[src/rtl/core/imusfp_pkg.sv]
// Shared constants and result type for the IMU serial frame parser.
// No dependencies.
`timescale 1ns / 1ps

package imusfp_pkg;

  localparam int unsigned FRAME_LENGTH = 11;
  localparam int unsigned STORE_DEPTH  = FRAME_LENGTH - 1;
  localparam int unsigned POS_W        = 4;

  localparam logic [POS_W-1:0] LAST_POS    = POS_W'(FRAME_LENGTH - 1);
  localparam logic [7:0]       HEADER_BYTE = 8'h55;
  localparam logic [7:0]       TYPE_FIRST  = 8'h50;
  localparam logic [7:0]       TYPE_LAST   = 8'h58;

  typedef struct packed {
    logic [7:0]         frame_type;
    logic               known_type;
    logic signed [15:0] word_0;
    logic signed [15:0] word_1;
    logic signed [15:0] word_2;
    logic signed [15:0] word_3;
    logic signed [31:0] long_low_half;
    logic signed [31:0] long_high_half;
    logic [31:0]        frames_seen;
    logic [31:0]        bytes_skipped;
  } imusfp_result_t;

endpackage

[src/rtl/core/imu_serial_frame_parser_core.sv]
// Top level of the IMU serial frame parser: byte assembler plus output register.
// Depends on imusfp_pkg, imusfp_assembler, imusfp_out_stage.
//
//   channel | dir | signals                          | handshake
//   rx byte | in  | rx_byte_i                        | in_valid_i / in_ready_o
//   frame   | out | frame_type_o .. bytes_skipped_o  | out_valid_o / out_ready_i
//
// One byte per cycle is accepted while in_ready_o is high; a frame's last byte passes
// through the input register and the per-byte update logic into the output register.
// Reset clears frame position, both counters and the valid flags; the byte store is not reset.
// A stalled result holds back only the final byte of the next frame; other bytes keep flowing.
`timescale 1ns / 1ps

module imu_serial_frame_parser_core import imusfp_pkg::*; (
  input  logic               clk_i,
  input  logic               rst_ni,
  input  logic               in_valid_i,
  output logic               in_ready_o,
  input  logic [7:0]         rx_byte_i,
  output logic               out_valid_o,
  input  logic               out_ready_i,
  output logic [7:0]         frame_type_o,
  output logic               known_type_o,
  output logic signed [15:0] word_0_o,
  output logic signed [15:0] word_1_o,
  output logic signed [15:0] word_2_o,
  output logic signed [15:0] word_3_o,
  output logic signed [31:0] long_low_half_o,
  output logic signed [31:0] long_high_half_o,
  output logic [31:0]        frames_seen_o,
  output logic [31:0]        bytes_skipped_o
);

  logic           res_valid, out_free;
  imusfp_result_t res, out_res;

  imusfp_assembler u_assembler (
    .clk_i       (clk_i),
    .rst_ni      (rst_ni),
    .in_valid_i  (in_valid_i),
    .in_ready_o  (in_ready_o),
    .rx_byte_i   (rx_byte_i),
    .out_free_i  (out_free),
    .res_valid_o (res_valid),
    .res_o       (res)
  );

  imusfp_out_stage u_out_stage (
    .clk_i       (clk_i),
    .rst_ni      (rst_ni),
    .res_valid_i (res_valid),
    .res_i       (res),
    .out_free_o  (out_free),
    .out_valid_o (out_valid_o),
    .out_ready_i (out_ready_i),
    .out_o       (out_res)
  );

  assign frame_type_o     = out_res.frame_type;
  assign known_type_o     = out_res.known_type;
  assign word_0_o         = out_res.word_0;
  assign word_1_o         = out_res.word_1;
  assign word_2_o         = out_res.word_2;
  assign word_3_o         = out_res.word_3;
  assign long_low_half_o  = out_res.long_low_half;
  assign long_high_half_o = out_res.long_high_half;
  assign frames_seen_o    = out_res.frames_seen;
  assign bytes_skipped_o  = out_res.bytes_skipped;

endmodule

[src/rtl/core/imusfp_assembler.sv]
// Input register, frame position, byte store and counters; builds one result per frame.
// Depends on imusfp_pkg.
`timescale 1ns / 1ps

module imusfp_assembler import imusfp_pkg::*; (
  input  logic           clk_i,
  input  logic           rst_ni,
  input  logic           in_valid_i,
  output logic           in_ready_o,
  input  logic [7:0]     rx_byte_i,
  input  logic           out_free_i,
  output logic           res_valid_o,
  output imusfp_result_t res_o
);

  logic             in_vld_q;
  logic [7:0]       byte_q;
  logic [POS_W-1:0] pos_q, pos_d;
  logic [31:0]      frame_cnt_q, frame_cnt_d;
  logic [31:0]      skip_cnt_q, skip_cnt_d;
  logic [7:0]       store_q [1:STORE_DEPTH-1];
  logic             is_final, hdr_miss, advance;

  assign is_final   = (pos_q >= LAST_POS);
  assign hdr_miss   = (pos_q == '0) && (byte_q != HEADER_BYTE);
  assign advance    = in_vld_q && (!is_final || out_free_i);
  assign in_ready_o = !in_vld_q || advance;

  always_ff @(posedge clk_i or negedge rst_ni) begin
    if (!rst_ni) begin
      in_vld_q <= 1'b0;
    end else if (in_ready_o) begin
      in_vld_q <= in_valid_i;
    end
  end

  always_ff @(posedge clk_i) begin
    if (in_valid_i && in_ready_o) begin
      byte_q <= rx_byte_i;
    end
  end

  always_comb begin
    pos_d       = pos_q;
    frame_cnt_d = frame_cnt_q;
    skip_cnt_d  = skip_cnt_q;
    if (advance) begin
      if (hdr_miss) begin
        skip_cnt_d = skip_cnt_q + 32'd1;
      end else if (!is_final) begin
        pos_d = pos_q + POS_W'(1);
      end else begin
        pos_d       = '0;
        frame_cnt_d = frame_cnt_q + 32'd1;
      end
    end
  end

  always_ff @(posedge clk_i or negedge rst_ni) begin
    if (!rst_ni) begin
      pos_q       <= '0;
      frame_cnt_q <= '0;
      skip_cnt_q  <= '0;
    end else begin
      pos_q       <= pos_d;
      frame_cnt_q <= frame_cnt_d;
      skip_cnt_q  <= skip_cnt_d;
    end
  end

  // Header byte is known, so only bytes 1..9 are kept.
  always_ff @(posedge clk_i) begin
    for (int i = 1; i < STORE_DEPTH; i++) begin
      if (advance && !is_final && (pos_q == POS_W'(i))) begin
        store_q[i] <= byte_q;
      end
    end
  end

  assign res_valid_o = in_vld_q && is_final && out_free_i;

  always_comb begin
    res_o.frame_type     = store_q[1];
    res_o.known_type     = store_q[1] inside {[TYPE_FIRST:TYPE_LAST]};
    res_o.word_0         = {store_q[3], store_q[2]};
    res_o.word_1         = {store_q[5], store_q[4]};
    res_o.word_2         = {store_q[7], store_q[6]};
    res_o.word_3         = {store_q[9], store_q[8]};
    res_o.long_low_half  = {store_q[2], store_q[3], store_q[4], store_q[5]};
    res_o.long_high_half = {store_q[6], store_q[7], store_q[8], store_q[9]};
    res_o.frames_seen    = frame_cnt_q + 32'd1;
    res_o.bytes_skipped  = skip_cnt_q;
  end

endmodule

[src/rtl/core/imusfp_out_stage.sv]
// Output register holding one finished frame result until it is taken.
// Depends on imusfp_pkg.
`timescale 1ns / 1ps

module imusfp_out_stage import imusfp_pkg::*; (
  input  logic           clk_i,
  input  logic           rst_ni,
  input  logic           res_valid_i,
  input  imusfp_result_t res_i,
  output logic           out_free_o,
  output logic           out_valid_o,
  input  logic           out_ready_i,
  output imusfp_result_t out_o
);

  logic           vld_q;
  imusfp_result_t res_q;

  assign out_free_o  = !vld_q || out_ready_i;
  assign out_valid_o = vld_q;
  assign out_o       = res_q;

  always_ff @(posedge clk_i or negedge rst_ni) begin
    if (!rst_ni) begin
      vld_q <= 1'b0;
    end else if (out_free_o) begin
      vld_q <= res_valid_i;
    end
  end

  always_ff @(posedge clk_i) begin
    if (res_valid_i && out_free_o) begin
      res_q <= res_i;
    end
  end

endmodule

[config.mk]
export PLATFORM = sky130hd
export DESIGN_NAME = imu_serial_frame_parser_core
export DESIGN_NICKNAME = d
export VERILOG_FILES = /design/src/rtl/core/imusfp_pkg.sv /design/src/rtl/core/imu_serial_frame_parser_core.sv /design/src/rtl/core/imusfp_assembler.sv /design/src/rtl/core/imusfp_out_stage.sv
export SDC_FILE = /design/constraint.sdc
export NUM_CORES = 1
export LEC_CHECK = 0
export ABC_AREA = 1
export BUFFER_PORTS_ARGS = -buffer_cell sky130_fd_sc_hd__buf_4
export CORE_MARGIN = 2
export CORE_UTILIZATION = 55
export DETAILED_ROUTE_END_ITERATION = 8
export PLACE_DENSITY = 0.8
export SLEW_MARGIN = 20
export SYNTH_ARGS = -nofsm -noshare
export SYNTH_HDL_FRONTEND = slang
export SYNTH_SLANG_ARGS = --single-unit
[constraint.sdc]
create_clock -name clk_i -period 5.5 [get_ports clk_i]
set_input_delay 0.55 -clock clk_i [delete_from_list [all_inputs] [get_ports clk_i]]
set_output_delay 0.55 -clock clk_i [all_outputs]
set_load 0.02 [all_outputs]
; ---- Word-level counts from Yosys, hierarchy flattened
; Memories as Yosys holds them, arrays and structs flattened.
; Cells that the tools add are included.
[word_totals]
mem_bits_rw = 72
in_bits = 12
ff_bits = 279
output_inout_bits = 203
n_memories = 1
[memory_table]
columns = name, words, width, rd, rd_ports_with_merged_regs, write_ports, line_no
row1 = u_assembler.store_q, 9, 8, 9, 0, 1, imusfp_assembler.sv:21  ; logic [7:0] store_q [1:STORE_DEPTH-1];
[classes]
bitwise_logic = 1
n_eq_ne = 10
n_lt_le_gt_ge = 3
reduce_logical = 35
n_addsub = 3
muxes = 43
[op_table]
columns = op, count
row1 = $add A32 B1 Y32 const B, 2
row2 = $mux W8, 8
row3 = $reduce_or A8 Y1, 8
row4 = $mux W4, 9
row5 = $mux W1, 26
row6 = $logic_and A1 B1 Y1, 17
row7 = $eq A4 B3 Y1 const B, 4
row8 = $eq A4 B2 Y1 const B, 2
row9 = $eq A4 B4 Y1 const B, 2
row10 = $ge A8 B7 Y1 const B, 1
row11 = $le A8 B7 Y1 const B, 1
row12 = $ne A8 B7 Y1 const B, 1
row13 = $add A4 B1 Y4 const B, 1
row14 = $eq A4 B1 Y1 const B, 1
row15 = $ge A4 B4 Y1 const B, 1
row16 = $logic_not A4 Y1, 1
row17 = $reduce_and A2 Y1, 2
row18 = $logic_not A1 Y1, 3
row19 = $logic_or A1 B1 Y1, 3
row20 = $reduce_and A3 Y1, 1
row21 = $not A1 Y1, 1

; ---- Logic depth before layout (Yosys ltp)
; Gate-level depths: netlist of run 1.
[logic_depth]
word_depth = 17
ltp_mapped = 11
mapped_depth_nobuf = 10

; ---- By module
; A second synthesis of run 1 with hierarchy kept.
[unflattened]
cells_unflattened = 1033
area_unflattened_um2 = 13621.8
[modules_own_cells]
columns = mod, seq_area_each_um2, n_inst, cells_each, area_each_um2
row1 = imusfp_assembler, 4129.0, 1, 826, 7541.0
row2 = imusfp_out_stage, 6060.8, 1, 207, 6080.8

; ---- Worst setup path before layout of run 1
; OpenSTA, ideal clock, no wires.
[synth_timing]
path_kind = register -> register
start = register u_assembler.pos_q[0]
end = register u_out_stage.res_q (netlist bit u_out_stage.out_o[0]) (enable)
path_slack_ns = 2.939
path_stages_with_launch = 10
t_required_ns = 5.098
setup_time_ns = 0.402
n_path_buf = 1
arrival_ns = 2.159
path_cell_list = dfrtp_1 -> inv_1 -> ha_1 -> inv_1 -> nand3_1 -> nand2_1 -> inv_2 -> nand3_2 -> inv_2 -> buf_4
[synth_via]
elab_chain_cells = 4
[synth_lines]
columns = element, line_no
row1 = "start, declared", imusfp_assembler.sv:18  ; logic [POS_W-1:0] pos_q, pos_d;
row2 = "start signal, assigned", imusfp_assembler.sv:65  ; pos_q <= pos_d;
row3 = $ge A4 B4 Y1, imusfp_assembler.sv:24  ; assign is_final = (pos_q >= LAST_POS);
row4 = $logic_and A1 B1 Y1 (2 in series), imusfp_assembler.sv:80  ; assign res_valid_o = in_vld_q && is_final && out_free_i;
row5 = via res_valid, imu_serial_frame_parser_core.sv:34  ; logic res_valid, out_free;
row6 = $logic_and A1 B1 Y1, imusfp_out_stage.sv:32  ; if (res_valid_i && out_free_o) begin
row7 = "end signal, assigned", imusfp_out_stage.sv:33  ; res_q <= res_i;
row8 = "end, declared", imusfp_out_stage.sv:17  ; imusfp_result_t res_q;
; The timed path passes the listed nets, and every way through them passes these cells.
; A chain may end at the register's enable or synchronous reset.

; ---- Worst setup path in the final report of run 1
[layout_timing]
start = register u_assembler.pos_q[0]
end = register, netlist name u_out_stage.out_o[85]
[layout_via]
elab_chain_cells = 4
[layout_lines]
columns = element, line_no
row1 = $ge A4 B4 Y1, imusfp_assembler.sv:24
row2 = $logic_and A1 B1 Y1 (2 in series), imusfp_assembler.sv:80
row3 = $logic_and A1 B1 Y1, imusfp_out_stage.sv:32
; No other way between the ends.

==> results.md, run 1 <==
* Finish-stage setup viols at 0
* Tmin final at 3.330 ns
* Port Buf Inserts at 214
* Syn Area/Cell at 11.61 um2
* Number of global-route vias before repair at 6,701
* Vias/cell at 4.963
* Chip Width at 150.6 um
* Slew Limit Headroom at 0.3669
* Top-area cell type share of the netlist area at 0.5511
* Diode count at 0
* Max cap viols at 0
* Num CTS Buffers at 28
* Total global-route track usage at 0.2013
* Crit. End Element: flop
* Data arrival, critical path at 3.52 ns
* Final wirelength at 23,140 um
* Crit Path Max Fanout at 94
* RR Endpoint: u_out_stage.out_o[85]
* Clock latency on the worst-skew pair at 0.53 ns
* Vias post-DR at 7,360
* Initial core utilization at 0.5607
* Syn-to-layout area delta at 20.21%
* Post_cts resized at 0
* Critical Path Start Type: flop
* Worst VDD drop at 276.0 uV
* DPL Wire Length at 15,930 um
* Outcome: completed
* #FFs+latches synth at 287
* Row count at 53
* Share of flip-flops with an asynchronous set or reset at 0.2439
* Count leader, synth: nand2_1
* Commonest cells post-synth: nand2_1, edfxtp_1, nor2_1, dfrtp_1, buf_4
* EDFF count, synth at 217
* Ratio of cells with drive above 1 in the final layout at 0.2409
* Unrepaired setup endpoints after global routing: false
* CTS Hold Bufs at 0
* Worst min path class: in -> async
* CTS H-Tree Depth at 1
* Crit share post-route at 0.6055
* First-pass GRT wire length at 35,390 um
* Final net count at 1,205
* Power, Total at 5.354 mW
* Drt pass-1 iters at 6
* CP Data Required Time at 5.68 ns
* Area contributors post-synth: edfxtp_1, dfrtp_1, nand2_1
* R2r setup slk at 2.17 ns
* Clock Skews at 0.01166 ns
* Maximum buffer depth of the clock tree at 3
* Syn_nets at 1,036
* Slew @ Worst Pin at 0.9496 ns
* Hold Fails Final Rpt at 0
* Initial antenna violation count at 0
* Largest net degree at the start of global routing at 95
* Detail Route Antenna Nets at 0
* Core area at 0.02109 mm2
* Area of the mapped netlist at 0.01182 mm2
* Synth Warn # at 0
* 1st-iter DRT viols at 507
* DR WL/cell at 15.60 um
* I/O pin total at 215
* Top FF cell, synth: edfxtp_1
* Root Driver: clkbuf_16
* Die Y at 150.6 um
* Final Wtd Congestion at 0.8738
* TritonCTS clock tree: yes
* Synth cell types at 28
* Setup_tns at 0 ns
* Max-slew violations at 0
* Leak at 5.929 nW
* Reg2reg start: u_assembler.pos_q[0]
* Post-CTS Setup Inserts at 0
* Die ar. at 0.02269 mm2
* Worst R2R Path Depth at 9
* Gate Count Post-Synth at 1,018
* Area leader, netlist: edfxtp_1
* Worst Setup Path Type: reg -> reg
* Sequential area share after synthesis at 0.6993
* Pwr/cell area at 376.7 mW/mm2
* Total clock sinks at 287
* GRT overflow at 0
* Remaining DRCs at 0
* Clock transition at path regs at 0.06 ns
* Max frequency at 300.3 MHz
## state kept, by name, summed over array words and instances, names as in the netlist
| name | flops |
|---|---|
| u_out_stage.out_valid_o | 1 |
| u_assembler.pos_q | 4 |
| u_assembler.byte_q | 8 |
| u_out_stage.out_o | 137 |
| u_assembler.store_q | 72 |
| u_assembler.in_vld_q | 1 |
| u_assembler.skip_cnt_q | 32 |
| u_assembler.frame_cnt_q | 32 |
## layout by cell type (no fill, tap or decap), drive strengths merged, types with 2 or more instances in the layout
cell / instances
inv: 65
nand3b: 11
xnor2: 10
o21ai: 11
dfrtp: 70
edfxtp: 217
clkinv: 12
nand2: 366
buf: 216
nand3: 43
ha: 6
clkbuf: 32
a21oi: 2
bufinv: 5
nor2: 106
and2: 4
xor2: 22
nor3: 8
## metal layers
layer | track usage | routed length (um) | vias up
met5 | 0 | 0 | -
met4 | 0.04393 | 398 | 0
met3 | 0.03364 | 1742 | 41
met2 | 0.3455 | 11400 | 292
met1 | 0.2733 | 9595 | 3427
li1 | - | - | 3600
## kinds of logic (layout without fill, tap and decap cells)
| kind of cell | Yosys count | count (layout) | synth area share |
|---|---|---|---|
| AOI/OAI and AO/OA | 13 | 13 | 0.005502 |
| xor gates and xnor gates | 32 | 32 | 0.02688 |
| adders and majority gates | 6 | 6 | 0.006349 |
| buffers and inverters | 141 | 331 | 0.06783 |
| DFF | 287 | 287 | 0.6993 |
| and+or+nand+nor | 539 | 539 | 0.1942 |
## metrics by stage
step | instance area, um2 | util | instances | hold WS (ns) | setup WS (ns)
finish | 14210 | 0.6740 | 1483 | 0.1618 | 2.170
global route | 14210 | 0.6740 | 1483 | 0.1650 | 1.829
CTS | 14210 | 0.6740 | 1483 | 0.1694 | 2.081
detailed placement | 13250 | 0.6281 | 1432 | 0.4045 | 2.096
global placement | 13250 | 0.6281 | 1432 | 0.4008 | 2.219
floorplan | 11820 | - | 1018 | 0.2544 | 2.939
## worst max path at each step
stage / cells after the start / endpoint / startpoint / slack (ns)
after floorplan: 9 / u_out_stage.out_o[0] / u_assembler.pos_q[0] / 2.94
after global placement: 9 / u_out_stage.out_o[46] / u_assembler.pos_q[0] / 2.22
after detailed placement: 9 / u_out_stage.out_o[126] / u_assembler.pos_q[0] / 2.10
after CTS: 9 / u_out_stage.out_o[47] / u_assembler.pos_q[0] / 2.08
after global routing: 9 / u_out_stage.out_o[57] / u_assembler.pos_q[0] / 1.83
final: 9 / u_out_stage.out_o[85] / u_assembler.pos_q[0] / 2.17
## area by class of cell
class                   count  area (um2)
clock buffers              32       737.0
clock inverters            19       231.5
fillers                  1521        6874
inverters                  64       245.2
multi-input cells         590        2754
flip-flops and latches    287        8268
well taps                 275       344.1
repair buffers            216        1634
## power by group
group	leakage [nW]	switching, mW	total, mW	internal, mW
clock	0.472	0.766	1.96	1.20
combinational	2.51	0.484	0.703	0.219
sequential	2.95	0.128	2.69	2.56
total	5.93	1.38	5.35	3.98
## critical path, stage by stage (launching register included)
cell	delay (ns)
dfrtp_1	0.42
inv_1	0.13
ha_1	0.21
inv_1	0.06
nand3_1	0.10
nand2_1	0.09
inv_2	0.10
nand3_2	0.57
inv_6	0.83
buf_12	0.44
(Power assumes the default switching activity.)
==> inputs of run 2 (changes only) <==
CORE_UTILIZATION = 50   (was 55)
PLACE_DENSITY = 0.77   (was 0.8)
clock period = 2.86 ns   (was 5.5 ns; I/O delays follow)
==> results.md, run 2 (same netlist as run 1, synthesis figures left out) <==
* Outcome: completed
* Root Driver: clkbuf_16
* CP Data Required Time at 2.57 ns
* Unrepaired setup endpoints after global routing: false
* Final wirelength at 23,970 um
* Worst Setup Path Type: reg -> out
* Slew @ Worst Pin at 0.9487 ns
* Finish-stage setup viols at 0
* Crit share post-route at 0.7760
* Layout Cells excl Fill at 1,544
* Max frequency at 450.6 MHz
* Highest-count cells in the layout ignoring fill and taps: nand2_1, buf_4, edfxtp_1
* Die ar. at 0.02489 mm2
* Leak at 6.005 nW
* Vias/cell at 4.825
* CTS Hold Bufs at 10
* Crit Path Max Fanout at 4
* Tmin final at 2.219 ns
* Hold Fails Final Rpt at 0
* Initial antenna violation count at 0
* TritonCTS clock tree: yes
* First-pass GRT wire length at 36,780 um
* Final net count at 1,222
* GRT overflow at 0
* Total clock sinks at 287
* Chip Width at 157.8 um
* CTS H-Tree Depth at 1
* Clock transition at path regs at 0.06 ns
* Remaining DRCs at 0
* Number of global-route vias before repair at 7,080
* Pwr/cell area at 716.1 mW/mm2
* 1st-iter DRT viols at 458
* Final Wtd Congestion at 0.9591
* Placed Cells at 1,483
* Detail Route Antenna Nets at 0
* I/O pin total at 215
* Clock latency on the worst-skew pair at 0.53 ns
* Slew Limit Headroom at 0.3675
* Num CTS Buffers at 28
* Largest register FFs at 137
* Core area at 0.02333 mm2
* Most common cell after layout, fill and taps aside: nand2_1
* Largest net degree at the start of global routing at 71
* Die Y at 157.8 um
* Critical Path Start Type: flop
* Post_cts resized at 0
* Port Buf Inserts at 214
* Post-CTS Setup Inserts at 0
* Data arrival, critical path at 1.93 ns
* Crit. End Element: primary output
* Fillers at 1,842
* Max-slew violations at 0
* Ratio of cells with drive above 1 in the final layout at 0.2408
* Diode count at 0
* Total global-route track usage at 0.1885
* Worst min path class: in -> reg
* DPL Wire Length at 16,840 um
* Initial core utilization at 0.5068
* Max cap viols at 0
* Row count at 56
* Setup_tns at 0 ns
* Vias post-DR at 7,450
* Drt pass-1 iters at 5
* Clock Skews at 0.01052 ns
* Syn-to-layout area delta at 22.05%
* Worst VDD drop at 550.2 uV
* Maximum buffer depth of the clock tree at 3
* DR WL/cell at 15.53 um
run 2: worst max-delay path: stages, from the launching register on:
cell	delay, ns
dfrtp_1	0.41
inv_1	0.13
ha_1	0.22
inv_1	0.05
nand3_1	0.10
nand2_1	0.09
inv_2	0.10
nand3_1	0.12
buf_4	0.20
run 2: final cells by class:
type	count	area, um2	share of cell area
clock buffer	32	737.0	0.05107
sequential	287	8268	0.5729
inverter	64	245.2	0.01699
clock inverter	19	216.5	0.01500
multi-input combinational	590	2754	0.1908
tap	319	399.1	0.02766
timing repair buffer	233	1812	0.1255
run 2: worst paths after layout:
path | startpoint | end | slack [ns] | cells after the start
min in group asynchronous | rst_ni | u_assembler.frame_cnt_q[22] | 0.43 | 2
worst max-delay path | u_assembler.pos_q[0] | in_ready_o | 0.64 | 8
max in group asynchronous | rst_ni | u_assembler.pos_q[0] | 1.79 | 2
worst max register to register | u_assembler.pos_q[0] | u_out_stage.out_o[105] | 0.66 | 9
worst min-delay path | out_ready_i | u_out_stage.out_valid_o | 0.14 | 4
worst min register to register | u_assembler.store_q[0][45] | u_out_stage.out_o[101] | 0.42 | 0
run 2: layer usage:
metal / up-vias / track usage / share of wire
met1: 3521 / 0.2402 / 0.41
met4: 0 / 0.05022 / 0.019
met3: 38 / 0.03394 / 0.066
met5: - / 0 / 0
li1: 3634 / - / -
met2: 257 / 0.3329 / 0.50
run 2: stage by stage:
step / hold slack, ns / setup slack [ns] / cell area, um2 / power [mW] / util
floorplan: -0.009591 / 0.2994 / 11820 / 6.154 / -
global placement: 0.4012 / 0.7600 / 13380 / 6.614 / 0.5734
detailed placement: 0.4045 / 0.6745 / 13380 / 6.659 / 0.5734
CTS: 0.1176 / 0.6247 / 14430 / 10.43 / 0.6185
global route: 0.1733 / 0.4983 / 14430 / 10.77 / 0.6185
finish: 0.1373 / 0.6406 / 14430 / 10.33 / 0.6185
run 2: where the power goes:
part | total (mW) | switching (mW) | leakage [nW] | internal, mW
logic | 1.41 | 0.949 | 2.59 | 0.460
clock network | 3.75 | 1.46 | 0.464 | 2.29
registers | 5.17 | 0.251 | 2.95 | 4.92
total | 10.3 | 2.66 | 6.00 | 7.67
==> inputs of run 3 (changes only) <==
CORE_UTILIZATION = 55   (was 50)
PLACE_DENSITY = 0.8   (was 0.77)
clock period = 2.07 ns   (was 2.86 ns; I/O delays follow)
==> results.md, run 3 (same netlist as run 1, synthesis figures left out) <==
* Vias/cell at 4.972
* Final net count at 1,231
* Num CTS Buffers at 28
* Crit Path Max Fanout at 4
* Row count at 53
* Hold Path Depth at 4
* Seq pwr share at 0.494
* Crit. End Element: primary output
* Finish-stage setup viols at 0
* Leak at 6.051 nW
* CTS H-Tree Depth at 1
* Pint at 10.65 mW
* Final Worst Setup Slack at 0.09770 ns
* Fillers at 1,550
* Worst R2R Path Depth at 9
* First-pass GRT wire length at 37,270 um
* Tmin final at 1.972 ns
* Most common cell after layout, fill and taps aside: nand2_1
* Remaining DRCs at 0
* Die Y at 150.6 um
* Slew Limit Headroom at 0.6892
* Max cap viols at 0
* Highest-count cells in the layout ignoring fill and taps: nand2_1, buf_4, edfxtp_1
* Placed Cells at 1,445
* Hold WS at 0.06102 ns
* Drt pass-1 iters at 4
* Root Driver: clkbuf_16
* Max frequency at 507.0 MHz
* Hold Fails Final Rpt at 0
* Maximum buffer depth of the clock tree at 3
* Biggest cell delay along the critical path at 0.41 ns
* Pwr/cell area at 994.8 mW/mm2
* CP Data Required Time at 1.86 ns
* Sw frac at 0.2614
* NetSw at 3.768 mW
* Crit-path slowest cell: dfrtp_1
* Detail Route Antenna Nets at 0
* Total global-route track usage at 0.2110
* Max-slew violations at 0
* Final wirelength at 23,970 um
* Critical-path cell list: inv_2 > ha_2 > inv_1 > nand3_2 > nand2_2 > inv_4 > nand3_4 > buf_6
* Ratio of cells with drive above 1 in the final layout at 0.2520
* TritonCTS clock tree: yes
* Chip Width at 150.6 um
* Clk pwr share at 0.362
* Syn-to-layout area delta at 22.54%
* Crit share post-route at 0.9528
* Critical Path Start Type: flop
* Worst VDD drop at 591.6 uV
* DR WL/cell at 15.87 um
* Largest register FFs at 137
* Slew @ Worst Pin at 0.4645 ns
* DP Area at 0.01338 mm2
* Layout Cells excl Fill at 1,510
* Core area at 0.02109 mm2
* Data arrival, critical path at 1.77 ns
* Outcome: completed
* Die ar. at 0.02269 mm2
* Number of cells on the critical path at 8
* Largest net degree at the start of global routing at 71
* DPL Wire Length at 16,650 um
* Final Cell Area at 0.01449 mm2
* Clock transition at path regs at 0.07 ns
* Worst min path class: in -> reg
* Total clock sinks at 287
* Initial core utilization at 0.5607
* Number of global-route vias before repair at 7,053
* GRT overflow at 0
* Setup WS pre-CTS at 0.004394 ns
* Vias post-DR at 7,508
* Worst path buffer plus inverter count at 4
* Delay-heaviest family, CP: flip-flops
* Port Buf Inserts at 214
* Clock latency on the worst-skew pair at 0.54 ns
* I/O pin total at 215
* Clock Skews at 0.01671 ns
* Worst Setup Path Type: reg -> out
* Initial antenna violation count at 1
* Final Wtd Congestion at 0.9348
* Combinational Power Share at 0.144
* 1st-iter DRT viols at 483
run 3: cell count changes in the layout (fill, tap and decap cells not counted), sizes merged:
cell      change
bufinv        -1
clkbuf        +6
clkinvlp      +1
clkinv        -6
diode         +1
buf           +9
run 3: routing by layer:
layer  up-vias  part of all wire  track usage
li1       3651                 -            -
met1      3567              0.41       0.2843
met2       258              0.50       0.3616
met3        32             0.072      0.03606
met4         0             0.015      0.05000
met5         -                 0            0
run 3: area by class of cell:
cell class	count	area, um2	area share
antenna	1	2.502	0.0001727
clock buffer	38	779.5	0.05380
clock inverter	13	175.2	0.01209
inverter	64	247.7	0.01710
sequential	287	8268	0.5706
multi-input combinational	590	2776	0.1916
timing repair buffer	242	1896	0.1308
tap	275	344.1	0.02375
run 3: power groups by stage:
| stage | clock network, mW | logic, mW | registers (mW) |
|---|---|---|---|
| 2_1_floorplan | 0 | 1.14 | 7.36 |
| 3_3_place_gp | 0 | 1.95 | 7.22 |
| 3_5_place_dp | 0 | 2.00 | 7.24 |
| 4_1_cts | 5.32 | 2.06 | 7.13 |
| 5_1_grt | 5.57 | 2.27 | 7.18 |
| 6_report | 5.21 | 2.07 | 7.13 |
run 3: worst min-delay path, stage by stage:
cell     delay (ns)
buf_4          0.08
nor2_1         0.10
nand3_4        0.12
nand2_1        0.05
run 3: path summary, 6_finish.rpt:
kind	startpoint	end	slack [ns]
max in group asynchronous	rst_ni	u_assembler.frame_cnt_q[26]	1.34
worst max register to register	u_assembler.pos_q[0]	u_assembler.store_q[0][32]	0.13
worst max-delay path	u_assembler.pos_q[0]	in_ready_o	0.1
min in group asynchronous	rst_ni	u_assembler.skip_cnt_q[14]	0.12
worst min-delay path	out_ready_i	u_assembler.in_vld_q	0.06
worst min register to register	u_assembler.store_q[0][65]	u_out_stage.out_o[73]	0.42
run 3: per-stage QoR:
step           TNS [ns]  power [mW]  utilization
3_5_place_dp          0       9.238       0.6345
3_3_place_gp          0       9.171       0.6345
4_1_cts               0       14.51       0.6858
6_report              0       14.41       0.6871
5_1_grt        -0.05691       15.02       0.6871
2_1_floorplan         0       8.503            -
run 3: timing repair:
item	CTS	global route
buffers inserted	2	1
endpoints found under the setup margin	1	31
gates resized for setup	4	4
endpoints found under the hold margin	79	0
hold buffers	10	0
gates cloned	0	0
